`src/hw/rtl/lcem_pkg.sv`:
```
// Package for the lookahead colour edge marker: constants, types and helpers.
package lcem_pkg;

   localparam int LOOKAHEAD   = 6;
   localparam int NUM_CH      = 3;
   localparam int CH_W        = 8;
   localparam int CNT_W       = $clog2(LOOKAHEAD + 1);
   localparam int QUEUE_DEPTH = 4;
   localparam int QPTR_W      = $clog2(QUEUE_DEPTH);
   localparam int QCNT_W      = $clog2(QUEUE_DEPTH + 1);
   localparam int CSR_ADDR_W  = 1;
   localparam int CSR_DATA_W  = 8;
   localparam int PIX_W       = NUM_CH * CH_W;

   localparam logic [CH_W-1:0] THRESHOLD_RESET = 8'd86;
   localparam logic [CH_W-1:0] FILL_RESET      = 8'd1;

   localparam logic [CSR_ADDR_W-1:0] CSR_THRESHOLD = 1'd0;
   localparam logic [CSR_ADDR_W-1:0] CSR_FILL      = 1'd1;

   // index 0 is channel a
   typedef logic [NUM_CH-1:0][CH_W-1:0] pixel_type;

   typedef struct packed {
      logic      last;
      pixel_type pixel;
   } entry_type;

   typedef struct packed {
      logic      valid;
      entry_type entry;
   } push_type;

   typedef struct packed {
      logic      valid;
      logic      full;
      entry_type entry;
   } queue_status_type;

   function automatic logic far_apart(input logic [CH_W-1:0] a,
                                      input logic [CH_W-1:0] b,
                                      input logic [CH_W-1:0] thr);
      logic [CH_W-1:0] d;
      d = (a > b) ? (a - b) : (b - a);
      return d > thr;
   endfunction

endpackage

```
`src/hw/rtl/lcem_front.sv`:
```
// Front end: pixel window, edge judgement, row-end flush and config registers.
module lcem_front (
   input  logic                               clock,
   input  logic                               reset,
   input  logic                               req_tvalid,
   output logic                               req_tready,
   input  lcem_pkg::pixel_type                req_pixel,
   input  logic                               req_last,
   input  logic                               csr_we,
   input  logic [lcem_pkg::CSR_ADDR_W-1:0]    csr_addr,
   input  logic [lcem_pkg::CSR_DATA_W-1:0]    csr_wdata,
   input  lcem_pkg::queue_status_type         q_status,
   output lcem_pkg::push_type                 q_push
);
   import lcem_pkg::*;

   pixel_type [LOOKAHEAD-1:0] win_ff, win_in;
   logic [CNT_W-1:0]          count_ff, count_in;
   logic                      flush_ff, flush_in;
   logic [CH_W-1:0]           thr_ff, fill_ff;

   pixel_type [LOOKAHEAD-1:0] fol;
   logic [NUM_CH-1:0]         edge_ch;
   pixel_type                 judged;
   logic                      accept;
   logic                      window_full;

   assign req_tready  = !flush_ff && !q_status.full;
   assign accept      = req_tvalid && req_tready;
   assign window_full = (count_ff == CNT_W'(LOOKAHEAD));

   // followers of the oldest held pixel, incoming one last
   always_comb begin
      for (int k = 0; k < LOOKAHEAD - 1; k++) begin
         fol[k] = win_ff[k+1];
      end
      fol[LOOKAHEAD-1] = req_pixel;
   end

   always_comb begin
      for (int c = 0; c < NUM_CH; c++) begin
         edge_ch[c] = 1'b1;
         for (int k = 0; k < LOOKAHEAD; k++) begin
            if (!far_apart(fol[k][c], win_ff[0][c], thr_ff)) begin
               edge_ch[c] = 1'b0;
            end
         end
      end
      for (int c = 0; c < NUM_CH; c++) begin
         judged[c] = (|edge_ch) ? fol[0][c] : fill_ff;
      end
   end

   always_comb begin
      win_in   = win_ff;
      count_in = count_ff;
      flush_in = flush_ff;
      q_push   = '0;
      if (flush_ff) begin
         if (!q_status.full) begin
            q_push.valid       = 1'b1;
            q_push.entry.pixel = win_ff[0];
            q_push.entry.last  = (count_ff == CNT_W'(1));
            for (int i = 0; i < LOOKAHEAD - 1; i++) begin
               win_in[i] = win_ff[i+1];
            end
            count_in = count_ff - CNT_W'(1);
            if (count_ff == CNT_W'(1)) begin
               flush_in = 1'b0;
            end
         end
      end else if (accept) begin
         if (window_full) begin
            q_push.valid       = 1'b1;
            q_push.entry.pixel = judged;
            q_push.entry.last  = 1'b0;
            for (int i = 0; i < LOOKAHEAD - 1; i++) begin
               win_in[i] = win_ff[i+1];
            end
            win_in[LOOKAHEAD-1] = req_pixel;
         end else begin
            for (int i = 0; i < LOOKAHEAD; i++) begin
               if (count_ff == CNT_W'(i)) begin
                  win_in[i] = req_pixel;
               end
            end
            count_in = count_ff + CNT_W'(1);
         end
         flush_in = req_last;
      end
   end

   always_ff @(posedge clock) begin
      win_ff <= win_in;
      if (reset) begin
         count_ff <= '0;
         flush_ff <= 1'b0;
         thr_ff   <= THRESHOLD_RESET;
         fill_ff  <= FILL_RESET;
      end else begin
         count_ff <= count_in;
         flush_ff <= flush_in;
         if (csr_we) begin
            unique case (csr_addr)
               CSR_THRESHOLD: thr_ff  <= csr_wdata;
               CSR_FILL:      fill_ff <= csr_wdata;
            endcase
         end
      end
   end

endmodule

```
`src/hw/rtl/lcem_queue.sv`:
```
// Short result queue between front and back ends.
module lcem_queue (
   input  logic                       clock,
   input  logic                       reset,
   input  lcem_pkg::push_type         q_push,
   input  logic                       q_pop,
   output lcem_pkg::queue_status_type q_status
);
   import lcem_pkg::*;

   entry_type [QUEUE_DEPTH-1:0] mem_ff;
   logic [QPTR_W-1:0]           wr_ptr_ff, rd_ptr_ff;
   logic [QCNT_W-1:0]           cnt_ff, cnt_in;
   logic                        do_pop;

   assign q_status.valid = (cnt_ff != '0);
   assign q_status.full  = (cnt_ff == QCNT_W'(QUEUE_DEPTH));
   assign q_status.entry = mem_ff[rd_ptr_ff];
   assign do_pop         = q_pop && q_status.valid;

   always_comb begin
      cnt_in = cnt_ff;
      if (q_push.valid && !do_pop) begin
         cnt_in = cnt_ff + QCNT_W'(1);
      end else if (!q_push.valid && do_pop) begin
         cnt_in = cnt_ff - QCNT_W'(1);
      end
   end

   always_ff @(posedge clock) begin
      if (q_push.valid) begin
         mem_ff[wr_ptr_ff] <= q_push.entry;
      end
      if (reset) begin
         wr_ptr_ff <= '0;
         rd_ptr_ff <= '0;
         cnt_ff    <= '0;
      end else begin
         cnt_ff <= cnt_in;
         if (q_push.valid) begin
            wr_ptr_ff <= wr_ptr_ff + QPTR_W'(1);
         end
         if (do_pop) begin
            rd_ptr_ff <= rd_ptr_ff + QPTR_W'(1);
         end
      end
   end

endmodule

```
`src/hw/rtl/lcem_back.sv`:
```
// Back end: output register driving the result stream.
module lcem_back (
   input  logic                       clock,
   input  logic                       reset,
   input  lcem_pkg::queue_status_type q_status,
   output logic                       q_pop,
   output logic                       rsp_tvalid,
   input  logic                       rsp_tready,
   output lcem_pkg::entry_type        rsp_entry
);
   import lcem_pkg::*;

   logic      valid_ff, valid_in;
   entry_type entry_ff;

   assign q_pop      = q_status.valid && (!valid_ff || rsp_tready);
   assign rsp_tvalid = valid_ff;
   assign rsp_entry  = entry_ff;

   always_comb begin
      valid_in = valid_ff;
      if (q_pop) begin
         valid_in = 1'b1;
      end else if (rsp_tready) begin
         valid_in = 1'b0;
      end
   end

   always_ff @(posedge clock) begin
      if (q_pop) begin
         entry_ff <= q_status.entry;
      end
      if (reset) begin
         valid_ff <= 1'b0;
      end else begin
         valid_ff <= valid_in;
      end
   end

endmodule

```
`src/hw/rtl/lookahead_color_edge_marker_top.sv`:
```
// Top level of the lookahead colour edge marker.
// Throughput: one pixel per cycle while the queue is not full; a row end adds a
//   flush of the held pixels (up to six) in which req_tready is low while the window drains.
// Result path: a result enters the queue at the transfer that completes its six
//   followers and reaches rsp_tdata through the queue, then the output register.
// Reset: synchronous, active high; empties window, queue and output register and
//   loads threshold 86 and fill value 1.
module lookahead_color_edge_marker_top (
   input  logic                                clock,
   input  logic                                reset,
   // input pixel stream
   input  logic                                req_tvalid,
   output logic                                req_tready,
   input  logic [23:0]                         req_tdata,  // chan_a, chan_b, chan_c
   input  logic                                req_tlast,  // row_end
   // result stream
   output logic                                rsp_tvalid,
   input  logic                                rsp_tready,
   output logic [23:0]                         rsp_tdata,  // chan_a, chan_b, chan_c
   output logic                                rsp_tlast,  // row_end
   // register writes: 0 threshold, 1 fill value
   input  logic                                csr_we,
   input  logic [lcem_pkg::CSR_ADDR_W-1:0]     csr_addr,
   input  logic [lcem_pkg::CSR_DATA_W-1:0]     csr_wdata
);
   import lcem_pkg::*;

   pixel_type        req_pixel;
   push_type         q_push;
   queue_status_type q_status;
   logic             q_pop;
   entry_type        rsp_entry;

   // tdata packs channel a in the low byte, matching pixel_type's index order
   assign req_pixel = pixel_type'(req_tdata);

   // front: window of held pixels, judging and row-end flush
   lcem_front u_front (
      .clock      (clock),
      .reset      (reset),
      .req_tvalid (req_tvalid),
      .req_tready (req_tready),
      .req_pixel  (req_pixel),
      .req_last   (req_tlast),
      .csr_we     (csr_we),
      .csr_addr   (csr_addr),
      .csr_wdata  (csr_wdata),
      .q_status   (q_status),
      .q_push     (q_push)
   );

   // queue decouples judging from a stalled consumer
   lcem_queue u_queue (
      .clock    (clock),
      .reset    (reset),
      .q_push   (q_push),
      .q_pop    (q_pop),
      .q_status (q_status)
   );

   // back: output register, one result transfer per cycle while rsp_tready is high
   lcem_back u_back (
      .clock      (clock),
      .reset      (reset),
      .q_status   (q_status),
      .q_pop      (q_pop),
      .rsp_tvalid (rsp_tvalid),
      .rsp_tready (rsp_tready),
      .rsp_entry  (rsp_entry)
   );

   assign rsp_tdata = rsp_entry.pixel;
   assign rsp_tlast = rsp_entry.last;

endmodule

```
`config.mk`:
```
export PLATFORM = sky130hd
export DESIGN_NAME = lookahead_color_edge_marker_top
export DESIGN_NICKNAME = d
export VERILOG_FILES = /design/src/hw/rtl/lcem_pkg.sv /design/src/hw/rtl/lcem_front.sv /design/src/hw/rtl/lcem_queue.sv /design/src/hw/rtl/lcem_back.sv /design/src/hw/rtl/lookahead_color_edge_marker_top.sv
export SDC_FILE = /design/constraint.sdc
export NUM_CORES = 1
export LEC_CHECK = 0
export BUFFER_PORTS_ARGS = -buffer_cell sky130_fd_sc_hd__buf_2
export CORE_MARGIN = 4
export CORE_UTILIZATION = 30
export DETAILED_ROUTE_END_ITERATION = 10
export PLACE_DENSITY = 0.48
export SLEW_MARGIN = 10
export SYNTH_ARGS = -nofsm -noshare
export SYNTH_HDL_FRONTEND = slang
export SYNTH_HIERARCHICAL = 1
export SYNTH_SLANG_ARGS = --single-unit
```
`constraint.sdc`:
```
create_clock -name clock -period 7.3 [get_ports clock]
set_clock_uncertainty 0.2 [all_clocks]
set_input_delay 1.095 -clock clock [delete_from_list [all_inputs] [get_ports clock]]
set_output_delay 1.095 -clock clock [all_outputs]
set_load 0.005 [all_outputs]
```
==> results of run 1 <==
[area by class of cell]
class / instances / area share, %
multi-input cells: 1821 / 54.4
flip-flops and latches: 297 / 30.5
repair buffers: 121 / 2.69
clock buffers: 48 / 3.87
inverters: 240 / 3.18
clock inverters: 22 / 0.628
well taps: 1070 / 4.73
[registers in the layout, summed over array words and instances (netlist names), 2 cells and up]
register	cells
u_front/thr_ff	8
u_front/count_ff	3
u_front/fill_ff	8
u_queue/cnt_ff	3
u_back/rsp_entry	25
u_front/win_ff	24
u_queue/mem_ff	100
u_queue/wr_ptr_ff	2
u_queue/rd_ptr_ff	2
u_front/fol	120
[through the flow]
step,util (%),setup WS [ns]
after global placement,32.8,0.0226
final,34.3,0.765
after detailed placement,32.8,0.319
after global routing,34.3,0.304
after CTS,34.3,0.732
after floorplan,-,1.60
[how the worst min path moves through the flow]
stage	endpoint	depth (start not counted)	start	slack, ns
global placement	u_front/thr_ff[5]	2	u_front/thr_ff[5]	0.25
finish	u_front/thr_ff[7]	2	u_front/thr_ff[7]	0.27
floorplan	u_front/fill_ff[0]	1	u_front/fill_ff[0]	0.24
detailed placement	u_front/thr_ff[7]	2	u_front/thr_ff[7]	0.25
global route	u_front/thr_ff[5]	2	u_front/thr_ff[5]	0.30
CTS	u_front/thr_ff[7]	2	u_front/thr_ff[7]	0.27
[where the power goes]
| group | switching (mW) | internal [mW] | total, mW |
|---|---|---|---|
| Clock | 0.809 | 1.11 | 1.92 |
| Combinational | 4.39 | 3.21 | 7.61 |
| Sequential | 0.262 | 2.30 | 2.56 |
[tightest hold or removal path: stages (launching register included)]
cell,delay [ns]
dfxtp_1,0.31
nand2_1,0.05
a21oi_1,0.06
[layout by cell type, fill, tap and decap left out, types with 44 or more instances in the layout]
cell type  count
ha_1         425
edfxtp_1     269
inv_1        237
nand2_1      174
a21oi_1      160
o21ai_0      152
nor2_1        87
mux2i_1       81
nand4_1       70
buf_2         65
a21o_1        63
xnor2_1       57
buf_4         54
nor2b_1       49
mux2_2        44
[per-layer routing]
layer / global-route usage (%) / up-vias
met5: 0 / -
met4: 5.04 / 0
met3: 1.85 / 109
met2: 27.8 / 444
met1: 24.6 / 9495
li1: - / 9145
[logic make-up after synthesis]
kind of cell	Yosys count	share of synthesized area, %
compound gates	611	15.8
simple gates	482	9.33
fa+ha+maj	462	24.1
flops	297	34.4
buf+inv	292	4.56
mux	168	8.35
xor+xnor	98	3.42
==> out/metrics.cfg, run 1 <==
[cts]
cts_made_buffers=40
h-tree-depth=2
clk_pin_slew_ns=0.06
clock_latency_ns=0.57
cts_num_sinks=297
cts_buffer_depth=3
holdBufCountCts=0
cts_tree=done
post-cts-setup-buffers=0
clockRootBuffer=clkbuf_16
cts_resized=0

[critical_path]
crit_fanout=22
crit_path_top_delay_cell=and4_1
crit_top_cell=ha_1
critPathCapture=u_queue/mem_ff[14]
worstSetupStartpoint=u_front/win_ff[0]
rr_startpoint=u_front/win_ff[0]
cp_num_buf_inv=2
cp_num_cells=20
worst_ep_required_time_ns=7.45
cp-start-kind=flip-flop
critPathKind=flip-flop to flip-flop
end_kind=flip-flop
r2r_setup_slack_ns=0.76
rr_worst_depth=20
critPathMaxStageDelay_ns=0.92
critical-path-top-delay-family=simple AND/OR/NAND/NOR gates
path_cells=ha_1 > inv_1 > fa_1 > nand3_1 > a21oi_1 > o32ai_1 > mux2_2 > o31ai_1 > a21boi_1 > o2111a_1 > nor3_1 > ha_1 > nand4_1 > or2_1 > o21ai_0 > nor4_1 > and4_1 > buf_4 > a32oi_1 > o211ai_1
critPathArrivalTime_ns=6.68
timing.rr.end=u_queue/mem_ff[14]

[pwr]
ir_worst_vdd_v=0.000141
p_leak_nw=12.1
cellPowerDensity_nw_per_um2=427
p_total_mw=12.1

[die]
ios=66
core-area_um2=82500
fp.dieH_um=297
fp-row-count=105
dieArea_um2=88400
die_x_um=297
start_util_pct=30.4

[timing]
period_share_pct=89.5
grt_setup_unrepaired=false
slew_violations=0
tightest_slew_ns=1.20
final-setup-viol-count=0
whs_ns=0.270
slew_headroom_pct=19.9
finalHoldViolCount=0
tns_ns=0
min_period_ns=6.54
fmax_mhz=153

[final_layout]
final_layout_size_suffix_gt1_share_pct=10.9
register_area_um2=8640
fin_cells=3619
finalNetCount=3022
multi_input_area_um2=15400
stdcell_area_um2=28300
n_fill_cell=8302
area_delta_synth_final_pct=12.7
n_antenna_cell=0

[routing]
drt_iter0_markers=1156
route.met3.wl_mm=3.35
vias=19200
m1WireLength_mm=37.7
via_per_inst=5.30
firstDrtPassIters=5
wl_met2_mm=34.7
highest_layer=met4
drt_wl_total_mm=77.8
wl_per_cell_um=21.5
drc_errors=0
drtAntennaViolNets=0

[synth]
async_flop_share_pct=0
ys.warnings.count=6
synth-edff-count=269
syn-cell-area_um2=25100
synth_largest_area_cell=edfxtp_1
syn_inst=2410
synthFlopType=edfxtp_1
ys_types=63
ys_seq_area_share_pct=34.4
synth-seq-cells=297
synth.top_cells.by_count=ha_1, edfxtp_1, inv_1, nand2_1, a21oi_1
syn-mean-instance-area_um2=10.4
synth_nets=2911
synthTopCellsByArea=edfxtp_1, ha_1, inv_1
synth.most_common_cell=ha_1
netlist.area_leader.share_pct=32.2

[place]
place_congestion=0.893
dp_hpwl_mm=58.3
portBuffers=65
place_area_um2=27000
dp_cells=3549

[grt]
grt_pass1_wl_mm=120
globalRoute.totalOverflow=0
antenna_found_initial=1
grt_max_degree=133
track_usage_pct=17.3
grt_pass1_vias=19600

[status]
status=finished, final reports clean

[min_path]
hold_class=flip-flop to flip-flop

[job]
max_cap_viol_count=0

Power figures use the tool's default switching activity.
==> run 2: changes to the inputs <==
==> constraint.sdc (replaced) <==
create_clock -name clock -period 6.7 [get_ports clock]
set_clock_uncertainty 0.2 [all_clocks]
set_input_delay 1.005 -clock clock [delete_from_list [all_inputs] [get_ports clock]]
set_output_delay 1.005 -clock clock [all_outputs]
set_load 0.005 [all_outputs]
==> run 2 against run 1 <==
  * Power increased by 9.8%
  * Worst hold slack got worse by 0.0055 ns
  * Final area rose by 0.10%
  * First-iteration DRC count grew 5.8%
  * Routed wire length grew 0.12%
  * Maximum frequency increased by 4.9%
  * Clock-buffer cell count rose by 1
  * Sequential share of layout area about the same
  * Die area stayed put
  * Combinational power is 9.5% higher
  * Clock power is 12% higher
==> out/metrics.cfg, run 2 (same netlist as run 1, synthesis figures left out) <==
[grt]
grt_pass1_vias=19500  ; -0.77%
track_usage_pct=17.2  ; -0.074 points
globalRoute.totalOverflow=0  ; unchanged
grt_max_degree=68  ; -49%
grt_pass1_wl_mm=119  ; -0.58%
antenna_found_initial=0  ; -1
gr-usage-met3_pct=1.72  ; -0.12 points
met1_usage_pct=24.7  ; +0.16 points
busiest_layer=met2
met2_usage_pct=27.7  ; -0.11 points

[routing]
drt_iter0_markers=1223  ; +5.8%
vias=19200  ; +0.18%
drc_errors=0  ; unchanged
firstDrtPassIters=5  ; unchanged
drtAntennaViolNets=0  ; unchanged
via_per_inst=5.31  ; +0.18%
drt_wl_total_mm=77.9  ; +0.12%
wl_per_cell_um=21.5  ; +0.12%

[die]
fp.dieH_um=297  ; unchanged
fp-row-count=105  ; unchanged
start_util_pct=30.4  ; unchanged
core-area_um2=82500  ; unchanged
dieArea_um2=88400  ; unchanged
ios=66  ; unchanged
die_x_um=297  ; unchanged

[min_path]
whs_path_depth=2  ; unchanged
hold_class=flip-flop to flip-flop

[cts]
clock_latency_ns=0.55  ; -0.02 ns
cts_resized=0  ; unchanged
cts_num_sinks=297  ; unchanged
post-cts-setup-buffers=0  ; unchanged
holdBufCountCts=0  ; unchanged
clk_pin_slew_ns=0.06  ; about the same
cts_made_buffers=39  ; -2.5%
cts_buffer_depth=3  ; unchanged
h-tree-depth=2  ; unchanged
cts_tree=done
clockRootBuffer=clkbuf_16

[critical_path]
worst_ep_required_time_ns=6.74  ; -0.71 ns
critical-path-top-delay-family=simple AND/OR/NAND/NOR gates
path_cells=ha_1 > inv_1 > fa_1 > nand3_1 > a21oi_1 > o32ai_4 > buf_4 > mux2i_1 > o21a_1 > o21ai_1 > a21o_1 > xnor2_1 > ha_1 > nand4_1 > nor3_1 > nor2_1 > nand4_1 > nor4b_2 > nor2_1 > buf_12 > o211ai_1
critPathArrivalTime_ns=6.27  ; -0.41 ns
cp_num_buf_inv=3  ; +1
crit_fanout=14  ; -36%
crit_path_top_delay_cell=nor2_1
cp_num_cells=21  ; +5.0%
rr_worst_depth=21  ; +5.0%
cp-start-kind=flip-flop
r2r_setup_slack_ns=0.47  ; -0.29 ns
critPathMaxStageDelay_ns=0.82  ; -0.10 ns
critPathKind=flip-flop to flip-flop
end_kind=flip-flop

[timing]
finalHoldViolCount=0  ; unchanged
slew_violations=0  ; unchanged
fin_ws_ns=0.472  ; -0.293 ns
fmax_mhz=161  ; +4.9%
tightest_slew_ns=1.12  ; -0.0771 ns
period_share_pct=93.0  ; +3.4 points
final-setup-viol-count=0  ; unchanged
tns_ns=0  ; unchanged
min_period_ns=6.23  ; -0.307 ns
slew_headroom_pct=25.2  ; +5.3 points
grt_setup_unrepaired=false

[final_layout]
mostFrequentLayoutCells=ha_1, edfxtp_1, inv_1
multi_input_area_um2=15400  ; about the same
finalNetCount=3023  ; +0.033%
register_area_um2=8640  ; unchanged
area_delta_synth_final_pct=12.8
n_fill_cell=8260  ; -0.51%
fin_util_pct=34.4  ; +0.035 points
largest_reg_flops=120  ; unchanged
final_common_cell=ha_1
n_antenna_cell=0  ; unchanged
final_layout_size_suffix_gt1_share_pct=10.7  ; -0.16 points

[pwr]
switchingPower_mw=5.95  ; +8.9%
clkPwrFrac_pct=16.2  ; +0.3 points
ir_worst_vdd_v=0.000187  ; +33%
combPwrFrac_pct=62.8  ; about the same
cellPowerDensity_nw_per_um2=468  ; +9.7%
intPower_mw=7.32  ; +11%
swShare_pct=44.8  ; -0.37 points
pwr-share-seq_pct=21.0  ; -0.2 points
p_leak_nw=12.1  ; +0.13%

[status]
status=finished, final reports clean

[place]
place_congestion=0.871  ; -2.5%
portBuffers=65  ; unchanged
dp_hpwl_mm=58.3  ; about the same
place_ws_ns=0.234  ; -0.0851 ns

[job]
max_cap_viol_count=0  ; unchanged

run 2: cell types whose count changed in the layout (fill, tap and decap cells not counted), sizes merged:
| cell | previous run | this run |
|---|---|---|
| clkinvlp | 4 | 3 |
| clkinv | 14 | 11 |
| clkbuf | 48 | 49 |
| bufinv | 1 | 5 |
| buf | 121 | 123 |
| inv | 243 | 240 |
run 2: routing by layer:
layer / part of all wire, % / vias to the layer above
met5: 0 / -
met4: 2.4 / 0
met3: 4.3 / 109
met2: 45 / 464
met1: 49 / 9516
li1: - / 9139
run 2: power by group through the flow:
stage                     registers [mW]  clock network (mW)  logic [mW]
after floorplan                     2.76                   0        5.95
after global placement              2.82                   0        8.05
after detailed placement            2.83                   0        8.25
after CTS                           2.79                2.22        8.29
after global routing                2.83                2.28        9.31
final                               2.78                2.15        8.33
run 2: worst min-delay path, stage by stage (launching register included):
cell     delay [ns]
dfxtp_1        0.31
nand2_1        0.06
a21oi_1        0.05
run 2: cell type report:
class                      instances  share of cell area, %
timing repair buffer             123                   2.73
multi-input combinational       1821                   54.3
inverter                         240                   3.18
tap                             1070                   4.72
clock buffer                      49                   3.72
sequential                       297                   30.5
clock inverter                    19                  0.826
run 2: through the flow:
| stage | area [um^2] | power [mW] | instances | hold slack (ns) |
|---|---|---|---|---|
| CTS | 28300 | 13.3 | 3619 | 0.265 |
| global route | 28300 | 14.4 | 3619 | 0.295 |
| global placement | 27000 | 10.9 | 3551 | 0.250 |
| floorplan | 25100 | 8.71 | 2410 | 0.235 |
| detailed placement | 27100 | 11.1 | 3551 | 0.256 |
| finish | 28300 | 13.3 | 3619 | 0.265 |
run 2: worst paths after layout:
check	startpoint	endpoint
min reg2reg	u_front/thr_ff[7]	u_front/thr_ff[7]
max	u_front/win_ff[16]	u_queue/mem_ff[23]
max reg2reg	u_front/win_ff[16]	u_queue/mem_ff[23]
min	u_front/thr_ff[7]	u_front/thr_ff[7]
